$ cat src/rtl/core/ptc_pkg.sv
// ----------------------------------------------------------------------------
// ptc_pkg - shared types and constants
// Widths, register indexes, coefficient and queue word layouts used by the
// compensation pipeline.
// ----------------------------------------------------------------------------
package ptc_pkg;

    localparam int RAW_W       = 20;
    localparam int TFINE_W     = 32;
    localparam int TC_W        = 16;
    localparam int PRES_W      = 32;
    localparam int COEF_W      = 16;
    localparam int DIV_W       = 64;
    localparam int QUEUE_DEPTH = 4;
    localparam int IN_TDATA_W  = 40;
    localparam int OUT_TDATA_W = 80;
    localparam int CFG_DATA_W  = 64;
    localparam int CFG_IDX_W   = 2;
    localparam int TEMP_REG_W  = 48;
    localparam int BACK_PRE    = 6;
    localparam int BACK_LAT    = BACK_PRE + DIV_W + 4;

    typedef enum logic [CFG_IDX_W-1:0] {
        REG_TEMP  = 2'd0,
        REG_PLOW  = 2'd1,
        REG_PHIGH = 2'd2,
        REG_PLAST = 2'd3
    } cfg_reg_t;

    typedef struct packed {
        logic [COEF_W-1:0] t1;
        logic [COEF_W-1:0] t2;
        logic [COEF_W-1:0] t3;
        logic [COEF_W-1:0] p1;
        logic [COEF_W-1:0] p2;
        logic [COEF_W-1:0] p3;
        logic [COEF_W-1:0] p4;
        logic [COEF_W-1:0] p5;
        logic [COEF_W-1:0] p6;
        logic [COEF_W-1:0] p7;
        logic [COEF_W-1:0] p8;
        logic [COEF_W-1:0] p9;
    } coeff_t;

    typedef struct packed {
        logic [RAW_W-1:0]          adc_p;
        logic signed [TFINE_W-1:0] tfine;
        logic signed [TC_W-1:0]    tc;
    } item_t;

endpackage

$ cat src/rtl/core/ptc_front.sv
// ----------------------------------------------------------------------------
// ptc_front - input side and temperature compensation
// Accepts raw sample pairs, computes fine and centi-degree temperature over
// four stages and pushes the word into the queue.
// ----------------------------------------------------------------------------
module ptc_front (
    input  logic                       clk,
    input  logic                       rst_n,
    input  logic                       in_valid,
    output logic                       in_ready,
    input  logic [ptc_pkg::RAW_W-1:0]  raw_t,
    input  logic [ptc_pkg::RAW_W-1:0]  raw_p,
    input  ptc_pkg::coeff_t            coeff,
    input  logic                       q_full,
    output logic                       q_push,
    output ptc_pkg::item_t             q_item
);
    import ptc_pkg::*;

    logic [3:0]               fv_reg;
    logic                     adv;

    logic signed [33:0]       f1_ma_reg;
    logic signed [33:0]       f1_dd_reg;
    logic [RAW_W-1:0]         f1_p_reg;
    logic signed [22:0]       f2_v1_reg;
    logic signed [38:0]       f2_mv2_reg;
    logic [RAW_W-1:0]         f2_p_reg;
    logic signed [TFINE_W-1:0] f3_tf_reg;
    logic [RAW_W-1:0]         f3_p_reg;
    item_t                    f4_item_reg;

    logic signed [17:0]       a_s;
    logic signed [16:0]       d_s;
    logic signed [33:0]       ma;
    logic signed [33:0]       dd;
    logic signed [38:0]       mv2;
    logic signed [24:0]       v2;
    logic signed [TFINE_W-1:0] tf;
    logic signed [35:0]       t5;
    logic signed [27:0]       tcw;
    logic signed [TC_W-1:0]   tc;

    assign adv      = !fv_reg[3] || !q_full;
    assign in_ready = adv;
    assign q_push   = fv_reg[3] && !q_full;
    assign q_item   = f4_item_reg;

    always_comb
    begin
        a_s = $signed({1'b0, raw_t[19:3]}) - $signed({1'b0, coeff.t1, 1'b0});
        d_s = $signed({1'b0, raw_t[19:4]}) - $signed({1'b0, coeff.t1});
        ma  = a_s * $signed(coeff.t2);
        dd  = d_s * d_s;
        mv2 = $signed({1'b0, f1_dd_reg[33:12]}) * $signed(coeff.t3);
        v2  = 25'(f2_mv2_reg >>> 14);
        tf  = TFINE_W'(f2_v1_reg) + TFINE_W'(v2);
        t5  = (36'(f3_tf_reg) <<< 2) + 36'(f3_tf_reg) + 36'sd128;
        tcw = 28'(t5 >>> 8);
        if (tcw < -28'sd32768)
        begin
            tc = -16'sd32768;
        end
        else if (tcw > 28'sd32767)
        begin
            tc = 16'sd32767;
        end
        else
        begin
            tc = tcw[15:0];
        end
    end

    always_ff @(posedge clk or negedge rst_n)
    begin
        if (!rst_n)
        begin
            fv_reg <= '0;
        end
        else if (adv)
        begin
            fv_reg <= {fv_reg[2:0], in_valid};
        end
    end

    always_ff @(posedge clk)
    begin
        if (adv)
        begin
            f1_ma_reg         <= ma;
            f1_dd_reg         <= dd;
            f1_p_reg          <= raw_p;
            f2_v1_reg         <= 23'(f1_ma_reg >>> 11);
            f2_mv2_reg        <= mv2;
            f2_p_reg          <= f1_p_reg;
            f3_tf_reg         <= tf;
            f3_p_reg          <= f2_p_reg;
            f4_item_reg.adc_p <= f3_p_reg;
            f4_item_reg.tfine <= f3_tf_reg;
            f4_item_reg.tc    <= tc;
        end
    end

endmodule

$ cat config.mk
export PLATFORM = sky130hd
export DESIGN_NAME = ptc_front
export DESIGN_NICKNAME = d
export VERILOG_FILES = /design/src/rtl/core/ptc_pkg.sv /design/src/rtl/core/ptc_front.sv
export SDC_FILE = /design/constraint.sdc
export NUM_CORES = 2
export LEC_CHECK = 0
export ABC_AREA = 1
export BUFFER_PORTS_ARGS = -buffer_cell sky130_fd_sc_hd__buf_2
export CORE_MARGIN = 1.5
export CORE_UTILIZATION = 55
export DETAILED_ROUTE_END_ITERATION = 6
export PLACE_DENSITY = 0.81
export SLEW_MARGIN = 25
export SYNTH_ARGS = -nofsm -noshare
export SYNTH_HDL_FRONTEND = slang
export SYNTH_SLANG_ARGS = --single-unit
$ cat constraint.sdc
create_clock -name clk -period 10.2 [get_ports clk]
set_input_delay 1.02 -clock clk [delete_from_list [all_inputs] [get_ports clk]]
set_output_delay 1.02 -clock clk [all_outputs]
set_load 0.05 [all_outputs]
==> reports/qor.log <==
[yosys] Post-Synthesis Mean Instance Area 8.73 µm²
[floorplan] number of placement rows 104
[critical_path] Critical Path AT 8690 ps
[yosys] dominant cells by area after synthesis sky130_fd_sc_hd__fa_1 37%, sky130_fd_sc_hd__edfxtp_1 16%, sky130_fd_sc_hd__inv_1 12%, sky130_fd_sc_hd__ha_1 11%, sky130_fd_sc_hd__nand2_1 8.9%
[worst_hold_path] worst min path class input pin to asynchronous set/reset pin
[yosys] prevailing post-synth register cell sky130_fd_sc_hd__edfxtp_1
[timing] fin crit share 82.2%
[flow_run] count of max-cap constraint violations 0
[yosys] share of async-settable or async-resettable flops after synthesis 1.63%
[clocking] CTS Buffer Depth 3
[yosys] count of flip-flops with a built-in enable after synthesis 241
[route] violation count after the first detailed-route iteration 2,224
[floorplan] Die ar. 82,700 µm²
[yosys] most common cell in the netlist sky130_fd_sc_hd__inv_1
[critical_path] CP max FO 22
[critical_path] Worst Setup End Kind flop
[timing] achievable frequency 119 MHz
[yosys] share of the synthesized area in the top cell type 37.3%
[timing] worst relative slew slack 29.4%
[yosys] leading area contributor after synthesis sky130_fd_sc_hd__fa_1
[clocking] Clock Latency Late Sink 580 ps
[layout] area delta synth->final 5.83%
[global_routing] pin count of the biggest net entering global routing 147
[timing] Layout Skew 27.8 ps
[clocking] # H-tree levels 1
[floorplan] width of the die 288 µm
[global_routing] wire length of the first global-routing pass 176,000 µm
[timing] Setup WS post-layout 1820 ps
[timing] unrepaired setup endpoints after global routing no
[route] DRC 0
[timing] number of max-slew violations in the final report 0
[layout] Post-layout nets 6,638
[timing] Final Hold Vio Count 0
[placed_design] port buffer count 158
[yosys] post-synthesis register bit count 245
[floorplan] boundary pin count 306
[yosys] gate count of the mapped netlist 5,104
[clocking] TritonCTS buffer count 26
[yosys] post-synthesis instance area 44,500 µm²
[route] post-detailed-route wirelength per cell 16.9 µm
[floorplan] area of the core region 80,300 µm²
[clocking] clock root cell sky130_fd_sc_hd__clkbuf_16
[global_routing] Overflow after GRT 0
[route] ratio of routed vias to standard cells 5.31
[clocking] post-CTS setup buffers 0
[critical_path] number of cells on the worst reg-to-reg path 24
[global_routing] vias in the first global route 36,100
[critical_path] launching instance or port of the critical path raw_t[4]
[yosys] share of the yosys chip area belonging to registers 16.5%
[yosys] syn nets 6,562
[placed_design] Placer Congestion 0.960
[placed_design] worst slack at placement 1310 ps
[timing] transition time at the pin with the least slew margin 1060 ps
[status] outcome finished, final reports clean
[clocking] number of gates given a new drive strength after cts 0
[route] Routed Wire Length 106,000 µm
[clocking] Post-CTS Hold Fix Bufs 0
[critical_path] Crit Path Class input pin to flop
[timing] final count of negative-setup-slack endpoints 0
[floorplan] initial core utilization 55.5%
[critical_path] Worst path most repeated cell sky130_fd_sc_hd__fa_1
[timing] Total Negative Setup Slacks 0 ps
[critical_path] CP Launch Type input pin
[route] length of the first detailed-routing pass in iterations 7
[critical_path] required arrival time at the worst endpoint 10,510 ps
[placed_design] HPWL reported at the end of detailed placement 85,300 µm
[global_routing] GRT Overall Usage 26.7%
[critical_path] reg-to-reg startpoint f1_dd_reg[18]
[yosys] synth unique cells 61
[route] total vias in the final route 33,200
[critical_path] standard cell with the maximum stage delay on the critical path sky130_fd_sc_hd__clkinv_1
[clocking] Clock Sinks 245
[yosys] leading post-synthesis cells by instance count 1,389 x sky130_fd_sc_hd__inv_1, 1,051 x sky130_fd_sc_hd__nand2_1, 830 x sky130_fd_sc_hd__fa_1
[clocking] clock tree from TritonCTS yes
[clocking] register clock-pin slew on the reported worst setup and hold paths 70 ps
[critical_path] endpoint of the lowest-slack register-to-register path f2_mv2_reg[35]
[critical_path] delay contributed by the slowest stage of the critical path 830 ps
[layout] share of cells above drive strength 1 6.06%
[timing] Tmin final 8380 ps
[yosys] number of warning messages in the yosys log 0
[floorplan] die outline height 288 µm
[layout] ant diodes 0
[global_routing] antenna violations before repair 0
[critical_path] R2R Setup Slk 3740 ps
[route] number of nets with antenna violations after routing 0
[layout] max FFs per register 62
[worst max-delay path: cells and delay by family]
| family | cells | cell delay, ps |
|---|---|---|
| compound gates | 4 | 880 |
| xor+xnor | 1 | 140 |
| fa+ha+maj | 9 | 3820 |
| buf+inv | 9 | 1650 |
| simple gates | 8 | 1140 |
[kinds of logic after synthesis]
logic type               Yosys count  synth area share, %
AND/OR/NAND/NOR                 1606                 14.6
multiplexers                       1               0.0225
buffers and inverters           1541                 13.2
adder cells (fa/ha/maj)         1222                 48.3
flip-flops                       245                 16.5
AO/OA/AOI/OAI                    362                 4.78
XOR/XNOR                         127                 2.60
[worst max-delay path by stage]
stage               cells after the start            end
floorplan                              35  f1_dd_reg[25]
global placement                       31  f1_dd_reg[25]
detailed placement                     31  f1_dd_reg[25]
CTS                                    31  f1_dd_reg[25]
global route                           31  f1_dd_reg[25]
finish                                 31  f1_dd_reg[25]
[per-stage QoR]
stage	instance area [µm²]	hold WS [ps]	utilization, %	instances
global placement	46300	400	57.6	6212
floorplan	44500	400	-	5104
detailed placement	46300	405	57.6	6212
global route	47100	229	58.7	6260
CTS	47100	208	58.7	6260
finish	47100	230	58.7	6260
[layout make-up]
class                      count  area, µm²
timing repair buffer         181        976
sequential                   245       7340
inverter                    1408       5290
multi-input combinational   3318      31300
fill                        6777      33200
clock inverter                20        219
tap                         1060       1330
clock buffer                  28        658
[placed cells by master, fill, tap and decap left out, types with 6 or more instances in the layout]
master                      Yosys  routed
sky130_fd_sc_hd__inv_2         10      10
sky130_fd_sc_hd__inv_1       1389    1389
sky130_fd_sc_hd__clkinv_1       7      10
sky130_fd_sc_hd__a21o_1        29      29
sky130_fd_sc_hd__clkbuf_16      0      26
sky130_fd_sc_hd__nand2_2       15      15
sky130_fd_sc_hd__o21bai_1      16      16
sky130_fd_sc_hd__a21oi_1      147     147
sky130_fd_sc_hd__o21a_1         6       6
sky130_fd_sc_hd__nand2_1     1051    1050
sky130_fd_sc_hd__xor2_1        73      72
sky130_fd_sc_hd__o21ai_0       83      83
sky130_fd_sc_hd__or2_2         26      26
sky130_fd_sc_hd__a221oi_1       7       7
sky130_fd_sc_hd__a31oi_1       31      31
sky130_fd_sc_hd__nor2_1       361     361
sky130_fd_sc_hd__fa_1         830     830
sky130_fd_sc_hd__xnor2_1       51      51
sky130_fd_sc_hd__nor4_1         9       9
sky130_fd_sc_hd__nor3_1        25      25
sky130_fd_sc_hd__a21boi_0       7       7
sky130_fd_sc_hd__nor2_2         6       6
sky130_fd_sc_hd__nand2_4        6       7
sky130_fd_sc_hd__buf_4         12      22
sky130_fd_sc_hd__nand3_1       67      67
sky130_fd_sc_hd__ha_1         392     392
sky130_fd_sc_hd__edfxtp_1     241     241
sky130_fd_sc_hd__nand4_1       25      25
sky130_fd_sc_hd__buf_2         18     158
[metal layers]
layer	part of all wire, %	global-route usage, %
met4	4.2	10.4
met1	38	33.2
met5	0	0
met2	49	46.7
met3	8.4	4.17
Power is not shown: default switching activity piles up to over one toggle a cycle in this logic, so the estimate is an artifact.
