`src/rtl/core/ptc_pkg.sv`:
```
// ----------------------------------------------------------------------------
// ptc_pkg - shared types and constants
// Widths, register indexes, coefficient and queue word layouts used by the
// compensation pipeline.
// ----------------------------------------------------------------------------
package ptc_pkg;

    localparam int RAW_W       = 20;
    localparam int TFINE_W     = 32;
    localparam int TC_W        = 16;
    localparam int PRES_W      = 32;
    localparam int COEF_W      = 16;
    localparam int DIV_W       = 64;
    localparam int QUEUE_DEPTH = 4;
    localparam int IN_TDATA_W  = 40;
    localparam int OUT_TDATA_W = 80;
    localparam int CFG_DATA_W  = 64;
    localparam int CFG_IDX_W   = 2;
    localparam int TEMP_REG_W  = 48;
    localparam int BACK_PRE    = 6;
    localparam int BACK_LAT    = BACK_PRE + DIV_W + 4;

    typedef enum logic [CFG_IDX_W-1:0] {
        REG_TEMP  = 2'd0,
        REG_PLOW  = 2'd1,
        REG_PHIGH = 2'd2,
        REG_PLAST = 2'd3
    } cfg_reg_t;

    typedef struct packed {
        logic [COEF_W-1:0] t1;
        logic [COEF_W-1:0] t2;
        logic [COEF_W-1:0] t3;
        logic [COEF_W-1:0] p1;
        logic [COEF_W-1:0] p2;
        logic [COEF_W-1:0] p3;
        logic [COEF_W-1:0] p4;
        logic [COEF_W-1:0] p5;
        logic [COEF_W-1:0] p6;
        logic [COEF_W-1:0] p7;
        logic [COEF_W-1:0] p8;
        logic [COEF_W-1:0] p9;
    } coeff_t;

    typedef struct packed {
        logic [RAW_W-1:0]          adc_p;
        logic signed [TFINE_W-1:0] tfine;
        logic signed [TC_W-1:0]    tc;
    } item_t;

endpackage

```
`src/rtl/core/ptc_fifo.sv`:
```
// ----------------------------------------------------------------------------
// ptc_fifo - queue between temperature front and pressure back
// Small register queue holding compensated temperature words until the
// pressure pipeline takes them.
// ----------------------------------------------------------------------------
module ptc_fifo #(
    parameter int DEPTH = ptc_pkg::QUEUE_DEPTH
) (
    input  logic           clk,
    input  logic           rst_n,
    input  logic           push,
    input  ptc_pkg::item_t din,
    output logic           full,
    input  logic           pop,
    output ptc_pkg::item_t dout,
    output logic           empty
);
    import ptc_pkg::*;

    localparam int PTR_W = (DEPTH > 1) ? $clog2(DEPTH) : 1;
    localparam int CNT_W = $clog2(DEPTH + 1);
    localparam logic [PTR_W-1:0] PTR_LAST = PTR_W'(DEPTH - 1);
    localparam logic [CNT_W-1:0] CNT_FULL = CNT_W'(DEPTH);

    item_t            mem [0:DEPTH-1];
    logic [PTR_W-1:0] wr_ptr_reg;
    logic [PTR_W-1:0] rd_ptr_reg;
    logic [CNT_W-1:0] cnt_reg;
    logic             do_push;
    logic             do_pop;

    assign full    = (cnt_reg == CNT_FULL);
    assign empty   = (cnt_reg == '0);
    assign do_push = push && !full;
    assign do_pop  = pop && !empty;
    assign dout    = mem[rd_ptr_reg];

    always_ff @(posedge clk)
    begin
        if (do_push)
        begin
            mem[wr_ptr_reg] <= din;
        end
    end

    always_ff @(posedge clk or negedge rst_n)
    begin
        if (!rst_n)
        begin
            wr_ptr_reg <= '0;
            rd_ptr_reg <= '0;
            cnt_reg    <= '0;
        end
        else
        begin
            if (do_push)
            begin
                wr_ptr_reg <= (wr_ptr_reg == PTR_LAST) ? '0 : wr_ptr_reg + 1'b1;
            end
            if (do_pop)
            begin
                rd_ptr_reg <= (rd_ptr_reg == PTR_LAST) ? '0 : rd_ptr_reg + 1'b1;
            end
            if (do_push && !do_pop)
            begin
                cnt_reg <= cnt_reg + 1'b1;
            end
            else if (do_pop && !do_push)
            begin
                cnt_reg <= cnt_reg - 1'b1;
            end
        end
    end

endmodule

```
`config.mk`:
```
export PLATFORM = sky130hd
export DESIGN_NAME = ptc_fifo
export DESIGN_NICKNAME = d
export VERILOG_FILES = /design/src/rtl/core/ptc_pkg.sv /design/src/rtl/core/ptc_fifo.sv
export SDC_FILE = /design/constraint.sdc
export NUM_CORES = 1
export LEC_CHECK = 0
export BUFFER_PORTS_ARGS = -buffer_cell sky130_fd_sc_hd__buf_2
export CAP_MARGIN = 40
export CORE_ASPECT_RATIO = 0.6
export CORE_MARGIN = 2
export CORE_UTILIZATION = 30
export CTS_CLUSTER_SIZE = 28
export DETAILED_ROUTE_END_ITERATION = 16
export GPL_TIMING_DRIVEN = 0
export PLACE_DENSITY_LB_ADDON = 0.05
export RECOVER_POWER = 50
export REMOVE_ABC_BUFFERS = 1
export SLEW_MARGIN = 20
export SYNTH_ARGS = -nofsm -noshare
export SYNTH_HDL_FRONTEND = slang
export SYNTH_SLANG_ARGS = --single-unit
```
`constraint.sdc`:
```
create_clock -name clk -period 3.6 [get_ports clk]
set_input_delay 0.36 -clock clk [delete_from_list [all_inputs] [get_ports clk]]
set_output_delay 0.36 -clock clk [all_outputs]
set_load 0.01 [all_outputs]
```
==> results of run 1 <==
[placed cells by master, fill, tap and decap left out, drive strengths merged]
cell type / Yosys / routed
a21o: 1 / 1
and2: 3 / 3
buf: 16 / 84
bufinv: 0 / 2
clkbuf: 0 / 105
clkinv: 0 / 11
dfrtp: 7 / 7
dlygate4sd3: 0 / 19
edfxtp: 272 / 272
fa: 1 / 1
ha: 6 / 6
inv: 3 / 3
mux2: 4 / 4
mux4: 68 / 68
nand2: 1 / 1
nor2: 3 / 3
nor2b: 1 / 1
nor3: 2 / 2
nor3b: 1 / 1
o31ai: 1 / 1
xnor2: 1 / 1
xor2: 2 / 2
[Yosys cell counts]
master / n
buf_4: 2
buf_6: 1
nand2_1: 1
mux2_1: 1
mux4_2: 68
mux2_2: 1
a21o_1: 1
ha_1: 6
nor3b_4: 1
xnor2_1: 1
mux2_4: 2
nor2b_4: 1
nor2_1: 3
buf_2: 6
and2_1: 3
fa_1: 1
buf_12: 7
edfxtp_1: 272
xor2_1: 2
o31ai_2: 1
nor3_1: 2
inv_1: 3
dfrtp_1: 7
[kinds of logic after synthesis]
group,synth area share
AO/OA/AOI/OAI,0.00193
XOR/XNOR,0.00254
adder cells (fa/ha/maj),0.00919
buffers and inverters,0.0201
flip-flops,0.806
multiplexers,0.153
AND/OR/NAND/NOR,0.00737
[worst register-to-register path, cell delays in order (launching register included)]
cell and delay [ns]:
dfrtp_1 0.44, ha_1 0.21, nand2_1 0.06, nor2_1 1.23, buf_12 0.29
[area by class of cell]
class	instances	area (um2)	share of cell area
flip-flops and latches	279	8350	0.660
repair buffers	172	1060	0.0841
clock buffers	36	752	0.0594
inverters	3	11.3	0.000890
well taps	459	574	0.0454
multi-input cells	95	1790	0.141
clock inverters	13	113	0.00890
[what timing repair did]
item / 4_1_cts / 5_1_grt
setup buffers: 0 / 0
hold buffers: 19 / 0
hold endpoints to repair: 79 / 0
[power groups by stage]
stage	clock [mW]	combinational, mW	sequential (mW)
after floorplan	0	1.66	4.77
after global placement	0	2.68	5.03
after detailed placement	0	3.06	4.70
after CTS	2.87	3.09	4.64
after global routing	2.99	3.21	4.68
final	2.75	2.93	4.60
[layer usage]
metal,routed length (um),share of wire,track usage
met5,13,0.00063,0
met4,526,0.026,0.0323
met3,1090,0.053,0.0334
met2,10200,0.50,0.197
met1,8700,0.42,0.145
[how the worst max path moves through the flow]
stage / from / end / slack [ns] / cells past startpoint
after floorplan: wr_ptr_reg[0]$_DFFE_PN0P_ / mem[3][0]$_DFFE_PP_ / -0.37 / 3
after global placement: wr_ptr_reg[0]$_DFFE_PN0P_ / mem[3][22]$_DFFE_PP_ / -3.35 / 3
after detailed placement: rd_ptr_reg[0]$_DFFE_PN0P_ / dout[43] / 1.34 / 3
after CTS: rd_ptr_reg[0]$_DFFE_PN0P_ / dout[43] / 0.73 / 3
after global routing: rd_ptr_reg[0]$_DFFE_PN0P_ / dout[43] / 0.67 / 3
final: rd_ptr_reg[0]$_DFFE_PN0P_ / dout[10] / 0.86 / 3
[metrics by stage]
step / setup WS [ns] / power (mW) / TNS (ns)
global placement: -3.35 / 7.71 / -537.73
CTS: 0.729 / 10.6 / 0
detailed placement: 1.34 / 7.76 / 0
floorplan: -0.365 / 6.44 / -38.65
global route: 0.672 / 10.9 / 0
finish: 0.858 / 10.3 / 0
==> run metrics, run 1 <==
Sink Count=279; WP data arrival=2.38 ns; post-synthesis cell count=393; max-cap viol count=1; internal power=7.32 mW; Final Slew Violations=11; Hold Vio Cnt, Final=0; wire per inst=19.4 um; Routability Congestion=0.626; cts bufs inserted=28; drt pass-1 iters=4; R2R depth=4; CTS tree=yes; placed cells=989; Post-route DRC=0; post-synthesis sequential area ratio=0.806; initial antenna violation count=1; max incr delay on CP=0.77 ns; # port buffers=141; YS warnings=0; post-synth top area cell=edfxtp_1; Reg power frac=0.448; DRT iter0 DRCs=205; Req. time, crit path=3.24 ns; clock root cell=clkbuf_16; vias in the first global route=5153; Synth Area per Inst=26.3 um2; WHS Endpoint=mem[3][13]$_DFFE_PP_; CP delay by family, top=flip-flops; Core ar.=33800 um2; Netlist cell types=23; Crit Path Max Fanout=30; min-delay src=din[13]; Largest register FFs=272; Comb pwr share=0.285; Die Span Y=148 um; Cell Pwr Density=812 nW/um2; Worst-Margin Slew=1.66 ns; diode count=0; Final nets=658; Area Growth Syn to Fin=22.3%; fin crit period=2.74 ns; CP endpoint kind=output port; power share of the clock group=0.268; # fillers=3121; Ports=142; post-cts resize count=0; Worst slew margin=-0.111; failing checks=capacitance limit, slew limit; top-area cell type share of the netlist area=0.789; die footprint=36100 um2; reg2reg end=mem[3][10]$_DFFE_PP_; Post-Route Utilization=0.374; leakage=4.12 nW; Worst R2R Start=wr_ptr_reg[0]$_DFFE_PN0P_; die width=244 um; Antenna Violating Nets Remaining=0; Startpoint Class=flop; Switch Pwr=2.96 mW; Congestion Overflow GR=0; worst path bufs/invs=2; CP Cell Sequence=buf_16 > mux4_2 > buf_2; gr usage total=0.116; status=finished with violations; Syn Std Cell Area=10400 um2; Max VDD drop=368 uV; Hold Crit Class=input port to flop; Clock Path Buffers=3; Detailed Route WL=20500 um; first-pass GRT wire length=31100 um; Clock Skews=0.0191 ns; Min Hold Slack=0.0809 ns; H-tree levels=1; HPWL after DPL=12600 um; post-route insts no fill=1057; FF+latch count, synth=279; FF-to-FF setup slack=1.04 ns; final worst-path cycle share=0.762; top post-synthesis cells by area=edfxtp_1 (79%), mux4_2 (15%), dfrtp_1 (1.7%); Placement Rows=52; area post-placement=11700 um2; RSZ-0062 raised after global routing=false; Initial Utilization=0.306; CP Class=flop to output port; final setup vio count=0; FMAX=365 MHz; cell area after layout=12700 um2; Reg clk slew, reported paths=0.06 ns; clock latency on the worst-skew pair=0.54 ns; Switching Share=0.288; layout cell share with drive strength beyond 1=0.336; slowest CP cell=dfrtp_4; largest net degree at the start of global routing=42; via count=4612; hold depth=1; vias per cell=4.36
(Power assumes the default switching activity.)
==> run 2, diff against run 1 <==
ABC_AREA = 1   (was unset)
clock period = 2.5 ns   (was 3.6 ns; I/O delays follow)
==> run 2 against run 1 <==
- wire length increased by 29%
- highest routed layer is now met4
- the run now ends clean
- non-clock buffer count increased by 66
- cell count rose by 52%
- design area is 14% higher
==> run metrics, run 2 <==
status=finished, final reports clean; global routing usage on met3=0.0310 (-0.00243); CP delay by family, top=buffers and inverters; fin crit period=2.30 ns; post-synthesis sequential area ratio=0.746 (-0.0601); post-synthesis cell count=854 (+120%); Worst slew margin=0.519 (+0.629); Design Power=16.5 mW (+60%); DRT iter0 DRCs=318 (+55%); YS warnings=0 (unchanged); max-cap viol count=0 (-1); Final Slew Violations=0 (-11); Sink Count=279 (unchanged); Post-route DRC=0 (unchanged); Synth Area per Inst=13.1 um2 (-50%); gr usage total=0.136 (+0.0201); FMAX=434 MHz; Crit Path Max Fanout=26 (-13%); H-tree levels=1 (unchanged); Syn Std Cell Area=11200 um2 (+8.1%); max incr delay on CP=0.55 ns (-0.22 ns); Netlist cell types=17 (-26%); final worst-path cycle share=0.921; Placement Rows=54 (+3.8%); clock latency on the worst-skew pair=0.56 ns (+0.02 ns); HPWL after DPL=14800 um (+17%); first-pass GRT wire length=40600 um (+30%); most common cell in the netlist=edfxtp_1; largest net degree at the start of global routing=70 (+67%); cts bufs inserted=29 (+3.6%); wire per inst=16.5 um (-15%); die footprint=38900 um2 (+7.9%); R2R depth=6 (+2); post-synth top area cell=edfxtp_1; post-route insts no fill=1606 (+52%); WP data arrival=2.05 ns (-0.33 ns); grt met1 use=0.191 (+0.0463); Synth Flop Type=edfxtp_1; Worst-Margin Slew=0.720 ns (-0.939 ns); Hold Crit Class=input port to asynchronous set/reset pin; Detailed Route WL=26500 um (+29%); Clock Path Buffers=3 (unchanged); RSZ-0062 raised after global routing=false; Congestion Overflow GR=0 (unchanged); GR peak layer=met2; Req. time, crit path=2.25 ns (-0.99 ns); vias in the first global route=6666 (+29%); most frequent cells in the layout=edfxtp_1 (272), nand2_1 (219), inv_1 (151), o211ai_1 (136), clkbuf_1 (80); Final nets=1158 (+76%); Die Span Y=154 um (+3.8%); commonest non-fill, non-tap cell in the layout=edfxtp_1; Max VDD drop=506 uV (+37%); clock root cell=clkbuf_16; Routability Congestion=0.695 (+11%); Startpoint Class=flop; final worst slack=0.198 ns (-0.660 ns); Reg clk slew, reported paths=0.06 ns (about the same); number of synthesized flops with an enable pin=272 (unchanged); Ports=142 (unchanged); placed cells=1473 (+49%); Core ar.=36600 um2 (+8.0%); Async SR Flop Fraction=0.0251 (unchanged); worst path bufs/invs=4 (+2); CTS tree=yes; Place WS=0.00151 ns (-1.33 ns); drt pass-1 iters=4 (unchanged); final setup vio count=0 (unchanged); # port buffers=141 (unchanged); stages on the worst setup path=6 (+3); CP Cell Sequence=buf_16 > clkinv_16 > buf_12 > o211ai_1 > nand2_1 > buf_2; top post-synthesis cells by area=edfxtp_1 (73%), o211ai_1 (9.1%), nand2_1 (7.3%); CP endpoint kind=output port; met2 usage=0.215 (+0.0177); # fillers=3533 (+13%); Largest register FFs=272 (unchanged); layout cell share with drive strength beyond 1=0.134 (-0.203); Area Growth Syn to Fin=28.9%; leakage=5.52 nW (+34%); top-area cell type share of the netlist area=0.730 (-0.0589); initial antenna violation count=1 (unchanged); CP Class=flop to output port; Initial Utilization=0.306 (about the same); FF+latch count, synth=279 (unchanged); top post-synthesis cells by count=edfxtp_1 (272), nand2_1 (219), inv_1 (151); die width=253 um (+3.9%); Clock Skews=0.0229 ns (+0.00376 ns); via count=6737 (+46%); Antenna Violating Nets Remaining=0 (unchanged); Hold Vio Cnt, Final=0 (unchanged); vias per cell=4.19 (-3.9%); slowest CP cell=dfrtp_4; Cell Pwr Density=1140 nW/um2 (+40%)
==> run 2: path summary, 6_finish.rpt <==
path	start	slack, ns	end
min reg2reg	cnt_reg[2]$_DFFE_PN0P_	0.51	cnt_reg[2]$_DFFE_PN0P_
max	rd_ptr_reg[1]$_DFFE_PN0P_	0.20	dout[55]
min	rst_n	0.14	cnt_reg[0]$_DFFE_PN0P_
max in group asynchronous	rst_n	2.01	rd_ptr_reg[0]$_DFFE_PN0P_
max reg2reg	cnt_reg[0]$_DFFE_PN0P_	0.31	mem[2][35]$_DFFE_PP_
min in group clk	din[16]	0.49	mem[3][16]$_DFFE_PP_
==> run 2: metal layers <==
metal  vias up  part of all wire
met5         -                 0
met4         0             0.017
met3        34             0.041
met2        92              0.45
met1      3191              0.49
li1       3420                 -
==> run 2: where the power goes <==
group	switching (mW)	total [mW]	internal [mW]
clock	1.78	4.12	2.34
combinational	3.75	5.96	2.22
sequential	0.230	6.37	6.14
total	5.76	16.5	10.7
==> run 2: layout make-up <==
class                   instances  area, um2  share of cell area
repair inverters                1       11.3            0.000781
well taps                     504        631              0.0437
clock buffers                  45        856              0.0593
inverters                     152        597              0.0414
flip-flops and latches        279       8350               0.579
repair buffers                238       1890               0.131
diodes                          1       2.50            0.000173
multi-input cells             378       2050               0.142
clock inverters                 8       45.0             0.00312
==> run 2: what timing repair did <==
| action | in CTS | in global routing |
|---|---|---|
| endpoints found under the setup margin | 68 | 5 |
| hold buffers | 71 | 0 |
| buffers inserted | 6 | 0 |
| hold endpoints to repair | 283 | 0 |
| gates cloned | 0 | 2 |
| resized for setup | 4 | 1 |
==> run 2: worst register-to-register path: stages, from the launching register on <==
cell     delay (ns)
dfrtp_1        0.41
inv_1          0.07
nand3_1        0.13
nand2_1        0.31
nor2_4         0.56
buf_16         0.24
buf_16         0.17
==> run 2: cell families after synthesis <==
logic type      synth area share
compound gates            0.0917
buf+inv                   0.0740
xor+xnor                0.000783
flops                      0.746
simple gates              0.0792
fa+ha+maj                0.00850
==> run 2: metrics by stage <==
stage                      util  TNS (ns)  hold WS (ns)  area, um2
after detailed placement  0.349         0         0.103      12800
final                     0.395         0         0.144      14400
after global placement    0.336  -1680.43         0.102      12300
after CTS                 0.396         0        0.0227      14500
after global routing      0.395         0         0.171      14400
after floorplan               -   -614.24       -0.0456      10900
